[config.mk]
export PLATFORM = sky130hd
export DESIGN_NAME = bcdt_regs
export DESIGN_NICKNAME = d
export VERILOG_FILES = /design/src/rtl/core/bcdt_pkg.sv /design/src/rtl/core/bcdt_regs.sv
export SDC_FILE = /design/constraint.sdc
export NUM_CORES = 1
export LEC_CHECK = 0
export ABC_AREA = 1
export BUFFER_PORTS_ARGS = -buffer_cell sky130_fd_sc_hd__buf_4
export CAP_MARGIN = 0
export CORE_MARGIN = 3
export CORE_UTILIZATION = 35
export CTS_CLUSTER_DIAMETER = 150
export DETAILED_ROUTE_END_ITERATION = 10
export PLACE_DENSITY = 0.75
export SLEW_MARGIN = 20
export SYNTH_ARGS = -nofsm -noshare
export SYNTH_HDL_FRONTEND = slang
export SYNTH_SLANG_ARGS = --single-unit
[constraint.sdc]
create_clock -name aclk -period 0.88 [get_ports aclk]
set_input_delay 0.132 -clock aclk [delete_from_list [all_inputs] [get_ports aclk]]
set_output_delay 0.132 -clock aclk [all_outputs]
set_load 0.02 [all_outputs]
[src/rtl/core/bcdt_pkg.sv]
// shared types and constants of the bounded city block distance transform
package bcdt_pkg;

    localparam int PIX_W  = 15;
    localparam int DIST_W = 16;
    localparam int APB_AW = 5;
    localparam int APB_DW = 32;

    localparam logic [2:0] REG_MAX_DISTANCE    = 3'd0;
    localparam logic [2:0] REG_LINE_WIDTH      = 3'd1;
    localparam logic [2:0] REG_EDGE_FROM_VALUE = 3'd2;
    localparam logic [2:0] REG_MARK_EDGES_ONE  = 3'd3;
    localparam logic [2:0] REG_MARK_GROWN_ONE  = 3'd4;

    typedef struct packed {
        logic [4:0]  max_distance;
        logic [10:0] line_width;
        logic        edge_from_value;
        logic        mark_edges_one;
        logic        mark_grown_one;
    } cfg_t;

endpackage

[src/rtl/core/bcdt_regs.sv]
// apb configuration registers
module bcdt_regs import bcdt_pkg::*; (
    input  logic              aclk,
    input  logic              aresetn,
    input  logic              psel,
    input  logic              penable,
    input  logic              pwrite,
    input  logic [APB_AW-1:0] paddr,
    input  logic [APB_DW-1:0] pwdata,
    output logic [APB_DW-1:0] prdata,
    output logic              pready,
    output cfg_t              cfg
);

    cfg_t cfg_reg;
    cfg_t cfg_next;
    logic wr;

    assign pready = 1'b1;
    assign wr = psel & penable & pwrite;

    always_comb begin
        cfg_next = cfg_reg;
        if (wr) begin
            case (paddr[4:2])
                REG_MAX_DISTANCE:    cfg_next.max_distance = pwdata[4:0];
                REG_LINE_WIDTH:      cfg_next.line_width = pwdata[10:0];
                REG_EDGE_FROM_VALUE: cfg_next.edge_from_value = pwdata[0];
                REG_MARK_EDGES_ONE:  cfg_next.mark_edges_one = pwdata[0];
                REG_MARK_GROWN_ONE:  cfg_next.mark_grown_one = pwdata[0];
                default: ;
            endcase
        end
    end

    always_ff @(posedge aclk) begin
        if (!aresetn) begin
            cfg_reg.max_distance <= 5'd8;
            cfg_reg.line_width <= 11'd1024;
            cfg_reg.edge_from_value <= 1'b0;
            cfg_reg.mark_edges_one <= 1'b0;
            cfg_reg.mark_grown_one <= 1'b0;
        end else begin
            cfg_reg <= cfg_next;
        end
    end

    always_comb begin
        case (paddr[4:2])
            REG_MAX_DISTANCE:    prdata = {27'd0, cfg_reg.max_distance};
            REG_LINE_WIDTH:      prdata = {21'd0, cfg_reg.line_width};
            REG_EDGE_FROM_VALUE: prdata = {31'd0, cfg_reg.edge_from_value};
            REG_MARK_EDGES_ONE:  prdata = {31'd0, cfg_reg.mark_edges_one};
            REG_MARK_GROWN_ONE:  prdata = {31'd0, cfg_reg.mark_grown_one};
            default:             prdata = '0;
        endcase
    end

    assign cfg = cfg_reg;

endmodule

==> impl_summary.log, run 1 <==
INFO  metric outcome = complete, but fails checks
INFO  metric area_growth = 71.76%
INFO  metric place.port_buffers = 48
INFO  metric synth_async_sr_flop_share = 0%
INFO  metric final.fill_count = between 200 and 300
INFO  metric tritoncts_buffer_count = 3
INFO  metric yosys.area.top_type = dfxtp_1
INFO  metric wl_met2 = about 1800 um
INFO  metric pwr-share-comb = 25.3%
INFO  metric count_of_mapped_cells_out_of_synthesis = between 150 and 200
INFO  metric detailedRoute.firstIterationViolations = 19
INFO  metric sw_frac_of_total = between 30% and 40%
INFO  metric antennaDiodeCount = 0
INFO  metric cp_data_required_time = 0.75 ns
INFO  metric numClockSinks = 19
INFO  metric slew_viol_final = 0
INFO  metric worst_skew_pair.late_latency = 0.30 ns
INFO  metric p_switching = roughly 570 uW
INFO  metric ioPinCount = 94
INFO  metric drt_pre_antenna_iters = 4
INFO  metric clk_path_buf_depth = 2
INFO  metric setup.reg_to_reg.worst_slack = 0.07 ns
INFO  metric floorplan.initialDensity = a little under two fifths
INFO  metric grt_start_max_net_pins = 20
INFO  metric clkSlewWorstSetupHoldPaths = about 0.12 ns
INFO  metric num-nets-final = 306
INFO  metric share_seq_of_total_power = 49.0%
INFO  metric synthDistinctLibCells = 18
INFO  metric route.detailed.drc = 0
INFO  metric setup_repair_after_global_routing_missed_its_margin = true
INFO  metric number_of_flip_flops_in_the_largest_register = 19
INFO  metric post-synth-top-count-cell = nor2_1
INFO  metric timing.final.ws_setup = -0.3145 ns
INFO  metric dp_cells = 289
INFO  metric gr-usage-all-layers = roughly 16%
INFO  metric worst-path-max-fanout = 2
INFO  metric gpl.final_weighted_congestion = around 0.82
INFO  metric post_dp_cell_area = about 1700 um^2
INFO  metric die_w = ~64 um
INFO  metric rows = 20
INFO  metric instances_no_fill = slightly above 300
INFO  metric most_frequent_cell_on_critical_path = nand2_1
INFO  metric cellPowerDensity = ~900 nW/um^2
INFO  metric viasPerCell = between 4 and 5
INFO  metric failing_checks = negative setup slack
INFO  metric cp-end-kind = output pin
INFO  metric synth_enable_flop_cells = 0
INFO  metric cap_violations = 0
INFO  metric cellLeakagePower = roughly 1.0 nW
INFO  metric hpwl_dp = around 2300 um
INFO  metric floorplan.core_area = 3128 um^2
INFO  metric grt_overflow = 0
INFO  metric final_layout_size_suffix_gt1_share = a little over half
INFO  metric post_synth_main_area_contributors = dfxtp_1 32%, buf_4 15%, nor2_1 14%, nand2_1 12%, nand3_1 9.3%
INFO  metric fmax = 837.2 MHz
INFO  metric critical_path_class = flip-flop to output pin
INFO  metric route.final.wire_length = between 3000 and 4000 um
INFO  metric synth.top_cell.area_share = between 30% and 40%
INFO  metric critPathArrivalTime = 1.06 ns
INFO  metric fin_skew = 0 ns
INFO  metric via_count_of_the_first_global_routing_pass = 1225
INFO  metric worstPathCellList = nand3_2, nand2_1, nor2_1, nand2_1, buf_6
INFO  metric cts_root_buf = clkbuf_4
INFO  metric routed_wire_length_per_instance = 10.98 um
INFO  metric p_int = roughly 1.2 mW
INFO  metric dieArea = a little over 4000 um^2
INFO  metric hold_viol = 0
INFO  metric setup.worst_path.start_class = flip-flop
INFO  metric die_height = 64.03 um
INFO  metric ys_dominant_reg_cell = dfxtp_1
INFO  metric antenna_violating_nets_left = 0
INFO  metric finish.instance_area = ~2000 um^2
INFO  metric grt_antenna_before_repair = 0
INFO  metric period_needed = roughly 1.2 ns
INFO  metric synth.cell_area = between 1000 and 1500 um^2
INFO  metric critical_path.max_stage_delay = between 0.3 and 0.4 ns
INFO  metric worst_ir_drop_vdd = between 0.5 and 0.6 mV
INFO  metric cts_tree = built
INFO  metric hold_path_class = input port to flip-flop
INFO  metric power.share.clock = about a quarter
INFO  metric met3_wirelength = between 200 and 250 um
INFO  metric report.final.setup_viol = 30
INFO  metric clock_tree.htree_level_count = 1
INFO  metric ys_seq_area_share = 32.27%
INFO  metric grt_first_pass_wirelength = around 5200 um
INFO  metric maxUsedRoutingLayer = met4
INFO  metric synth_seq_cells = 19
INFO  metric routedLengthMet1 = roughly 1300 um
INFO  metric routed-via-count = about 1300
INFO  metric synthesis.area_per_instance = roughly 6.3 um^2
INFO  metric cp_slowest_cell = dfxtp_2
INFO  metric yosysWarnings = 0
INFO  metric timing.final.crit_share = 135.7%
INFO  metric synth_common_cells = 44 x nor2_1, 39 x nand2_1, 23 x buf_4
## routing by layer
layer	GRT usage, %	vias up
met5	0	-
met4	4.852	0
met3	4.042	4
met2	28.13	44
met1	18.27	582
li1	-	671
## what timing repair did
item,4_1_cts,5_1_grt
hold endpoints to repair,0,0
endpoints found under the setup margin,30,31
hold buffers,0,0
cloned,0,1
buffers inserted,2,12
pin swaps,12,9
resized for setup,58,22
## cell type report
type                            count  area [um^2]  area share, %
Clock buffer                        3        22.52          1.112
Clock inverter                      1        5.005         0.2472
Sequential cell                    19        406.6          20.09
Tap cell                           44        55.05          2.719
Inverter                           20        76.32          3.770
Multi-Input combinational cell    140        691.9          34.18
Timing Repair Buffer               80        767.0          37.89
## power by group through the flow
stage	Clock (mW)	Combinational, mW	Sequential (mW)
6_report	0.462	0.454	0.880
5_1_grt	0.515	0.493	0.882
3_3_place_gp	0	0.394	0.898
4_1_cts	0.478	0.419	0.882
3_5_place_dp	0	0.399	0.898
2_1_floorplan	0	0.298	0.912
## critical path, delay by kind of cell (launching register included)
kind | cells | cell delay [ns]
and+or+nand+nor | 4 | 0.28
DFF | 1 | 0.35
buffers and inverters | 1 | 0.13
## placed cells by master (no fill, tap or decap), types with 9 or more instances in the layout
| cell type | n |
|---|---|
| nand2_1 | 29 |
| buf_4 | 38 |
| conb_1 | 22 |
| nand3_1 | 20 |
| nor2_1 | 37 |
| inv_2 | 9 |
| inv_1 | 10 |
| nor2_4 | 9 |
| nand2_2 | 10 |
| buf_6 | 41 |
| dfxtp_2 | 18 |
## worst paths after layout
check / startpoint / end / depth (start not counted)
worst max-delay path: cfg[3] / prdata[0] / 5
worst min-delay path: pwdata[10] / cfg[13] / 3
worst max register to register: cfg[3] / cfg[3] / 4
worst min register to register: cfg[2] / cfg[2] / 2
## stage by stage
step | util (%) | hold WS, ns | power [mW] | TNS (ns) | worst slack [ns]
5_1_grt | 64.72 | 0.03351 | 1.889 | -5.294 | -0.3902
3_3_place_gp | 53.00 | 0.3463 | 1.292 | -4.100 | -0.1773
4_1_cts | 59.44 | 0.03018 | 1.779 | -3.614 | -0.3180
6_report | 64.72 | 0.03497 | 1.797 | -3.998 | -0.3145
2_1_floorplan | - | 0.2582 | 1.209 | -0.002167 | -0.002167
3_5_place_dp | 53.00 | 0.3493 | 1.297 | -4.510 | -0.2107
## logic make-up after synthesis
group | share of synthesized area (%)
buf+inv | 24.20
simple gates | 41.19
compound gates | 1.699
other cells | 0.6372
flops | 32.27
(Power assumes the default switching activity.)
==> run 2: changes to the inputs <==
--- a/config.mk
+++ b/config.mk
@@ -9,10 +9,10 @@
 export BUFFER_PORTS_ARGS = -buffer_cell sky130_fd_sc_hd__buf_4
 export CAP_MARGIN = 0
 export CORE_MARGIN = 3
-export CORE_UTILIZATION = 35
+export CORE_UTILIZATION = 42
 export CTS_CLUSTER_DIAMETER = 150
 export DETAILED_ROUTE_END_ITERATION = 10
-export PLACE_DENSITY = 0.75
+export PLACE_DENSITY = 0.85
 export SLEW_MARGIN = 20
 export SYNTH_ARGS = -nofsm -noshare
 export SYNTH_HDL_FRONTEND = slang
==> constraint.sdc (replaced) <==
create_clock -name aclk -period 1.4 [get_ports aclk]
set_input_delay 0.21 -clock aclk [delete_from_list [all_inputs] [get_ports aclk]]
set_output_delay 0.21 -clock aclk [all_outputs]
set_load 0.02 [all_outputs]
==> impl_summary.log, run 2 (synthesis results as in run 1) <==
INFO  metric via_count_of_the_first_global_routing_pass = 914 (-25%)
INFO  metric critical_path.endpoint = prdata[0]
INFO  metric worst_r2r_startpoint = cfg[7]
INFO  metric outcome = completed
INFO  metric num-nets-final = 276 (-9.8%)
INFO  metric pre_cts_slack = 0.1086 ns (+0.3193 ns)
INFO  metric antenna_violating_nets_left = 0 (unchanged)
INFO  metric final_layout_size_suffix_gt1_share = 27.04% (-26 points)
INFO  metric numClockSinks = 19 (unchanged)
INFO  metric clkSlewWorstSetupHoldPaths = 0.11 ns (about the same)
INFO  metric critPathArrivalTime = 1.08 ns (+0.02 ns)
INFO  metric final_cell_mix = 51 x buf_4, 44 x nor2_1, 39 x nand2_1
INFO  metric setup_repair_after_global_routing_missed_its_margin = false
INFO  metric grt_start_max_net_pins = 20 (unchanged)
INFO  metric critical_path.max_stage_delay = 0.35 ns (about the same)
INFO  metric final.fill_count = 272 (-3.2%)
INFO  metric slew_viol_final = 0 (unchanged)
INFO  metric route.detailed.drc = 0 (unchanged)
INFO  metric cellPowerDensity = 702.9 nW/um^2 (-21%)
INFO  metric viasPerCell = 4.433 (+4.6%)
INFO  metric tritoncts_buffer_count = 3 (unchanged)
INFO  metric hold_viol = 0 (unchanged)
INFO  metric worst_r2r_path_depth = 2 (-2)
INFO  metric gpl.final_weighted_congestion = 0.7419 (-9.4%)
INFO  metric fin_skew = 0 ns (unchanged)
INFO  metric hpwl_dp = 2014 um (-12%)
INFO  metric floorplan.core_area = 2567 um^2 (-18%)
INFO  metric place.port_buffers = 48 (unchanged)
INFO  metric cp_data_required_time = 1.19 ns (+0.44 ns)
INFO  metric antennaDiodeCount = 0 (unchanged)
INFO  metric grt_first_pass_wirelength = 3864 um (-26%)
INFO  metric fmax = around 770 MHz
INFO  metric cts.hold.buffers_added = 0 (unchanged)
INFO  metric timing.final.ws_setup = 0.1084 ns (+0.4229 ns)
INFO  metric period_needed = approximately 1.3 ns
INFO  metric route.final.wire_length = 2626 um (-22%)
INFO  metric cap_violations = 0 (unchanged)
INFO  metric rows = 18 (-10%)
INFO  metric grt_antenna_before_repair = 0 (unchanged)
INFO  metric clk_path_buf_depth = 2 (unchanged)
INFO  metric area_growth = 26.96%
INFO  metric cts_tree = built
INFO  metric ioPinCount = 94 (unchanged)
INFO  metric mostFrequentLayoutCell = buf_4
INFO  metric clock_tree.htree_level_count = 1 (unchanged)
INFO  metric cp-end-kind = output pin
INFO  metric worst_skew_pair.late_latency = 0.30 ns (about the same)
INFO  metric die_height = 58.98 um (-7.9%)
INFO  metric report.final.setup_viol = 0 (-100%)
INFO  metric gr-usage-all-layers = 14.42% (-1.4 points)
INFO  metric worst-path-max-fanout = 3 (+1)
INFO  metric routed_wire_length_per_instance = 9.985 um (-9.1%)
INFO  metric hold_path_class = input port to flip-flop
INFO  metric setup.reg_to_reg.worst_slack = 0.80 ns (+0.73 ns)
INFO  metric totalNegativeSetupSlack = 0 ns (+3.998 ns)
INFO  metric number_of_flip_flops_in_the_largest_register = 19 (unchanged)
INFO  metric floorplan.initialDensity = 45.91% (+8.2 points)
INFO  metric detailedRoute.firstIterationViolations = 38 (+19)
INFO  metric cp-startpoint = cfg[1]
INFO  metric grt_overflow = 0 (unchanged)
INFO  metric die_w = 58.98 um (-7.9%)
INFO  metric timing.final.crit_share = 92.26%
INFO  metric worstPathCellList = nand4_1, nand2_1, nor2_1, nand2_1, buf_4
INFO  metric timing.hold.ws = 0.1183 ns (+0.08335 ns)
INFO  metric cp_slowest_cell = dfxtp_1
INFO  metric cts_root_buf = clkbuf_4
INFO  metric drt_pre_antenna_iters = 4 (unchanged)
INFO  metric routed-via-count = 1166 (-10%)
INFO  metric worst_ir_drop_vdd = 0.5112 mV (-5.7%)
INFO  metric dieArea = 3478 um^2 (-15%)
INFO  metric cellLeakagePower = 0.7939 nW (-21%)
INFO  metric most_frequent_cell_on_critical_path = nand2_1
INFO  metric setup.worst_path.start_class = flip-flop
INFO  metric critical_path_class = flip-flop to output pin
INFO  metric r2r-end = cfg[7]
-- run 2: layout make-up --
cell class	count	area, um^2	share of cell area, %
multi-input combinational	139	593.1	39.63
timing repair buffer	51	382.9	25.59
sequential	19	380.4	25.42
inverter	20	75.07	5.017
tap	30	37.54	2.508
clock buffer	3	22.52	1.505
clock inverter	1	5.005	0.3344
-- run 2: power by group --
| group | switching, mW | internal (mW) | leakage [nW] |
|---|---|---|---|
| sequential | 0.00504 | 0.547 | 0.153 |
| clock | 0.177 | 0.106 | 0.0177 |
| combinational | 0.145 | 0.0709 | 0.623 |
-- run 2: critical path, delay by kind of cell, from the launching register on --
family	cells	cell delay [ns]
buffers and inverters	1	0.15
flip-flops	1	0.35
AND/OR/NAND/NOR	4	0.28
-- run 2: timing repair --
action,CTS,global route
buffers inserted,0,0
endpoints found under the hold margin,0,0
gates resized for setup,0,1
endpoints found under the setup margin,0,2
-- run 2: how the worst min path moves through the flow --
stage | startpoint | end | slack (ns) | cells past startpoint
2_1_floorplan | pwdata[3] | cfg[17] | 0.34 | 2
3_5_place_dp | pwdata[10] | cfg[13] | 0.43 | 3
5_1_grt | pwdata[3] | cfg[17] | 0.14 | 3
3_3_place_gp | pwdata[10] | cfg[13] | 0.42 | 3
6_report | pwdata[10] | cfg[13] | 0.12 | 3
4_1_cts | pwdata[10] | cfg[13] | 0.11 | 3
-- run 2: routing by layer --
metal / part of all wire [%] / global-route usage [%]
met2: 46 / 23.03
met3: 11 / 4.575
met5: 0 / 0
met4: 0.50 / 4.854
met1: 42 / 18.34
-- run 2: stage by stage --
step | power, mW | instances | area (um^2) | utilization [%]
2_1_floorplan | 0.7510 | 206 | 1254 | -
3_3_place_gp | 0.7748 | 259 | 1464 | 57.02
3_5_place_dp | 0.7771 | 259 | 1464 | 57.02
4_1_cts | 1.058 | 263 | 1491 | 58.09
5_1_grt | 1.102 | 263 | 1496 | 58.28
6_report | 1.052 | 263 | 1496 | 58.28
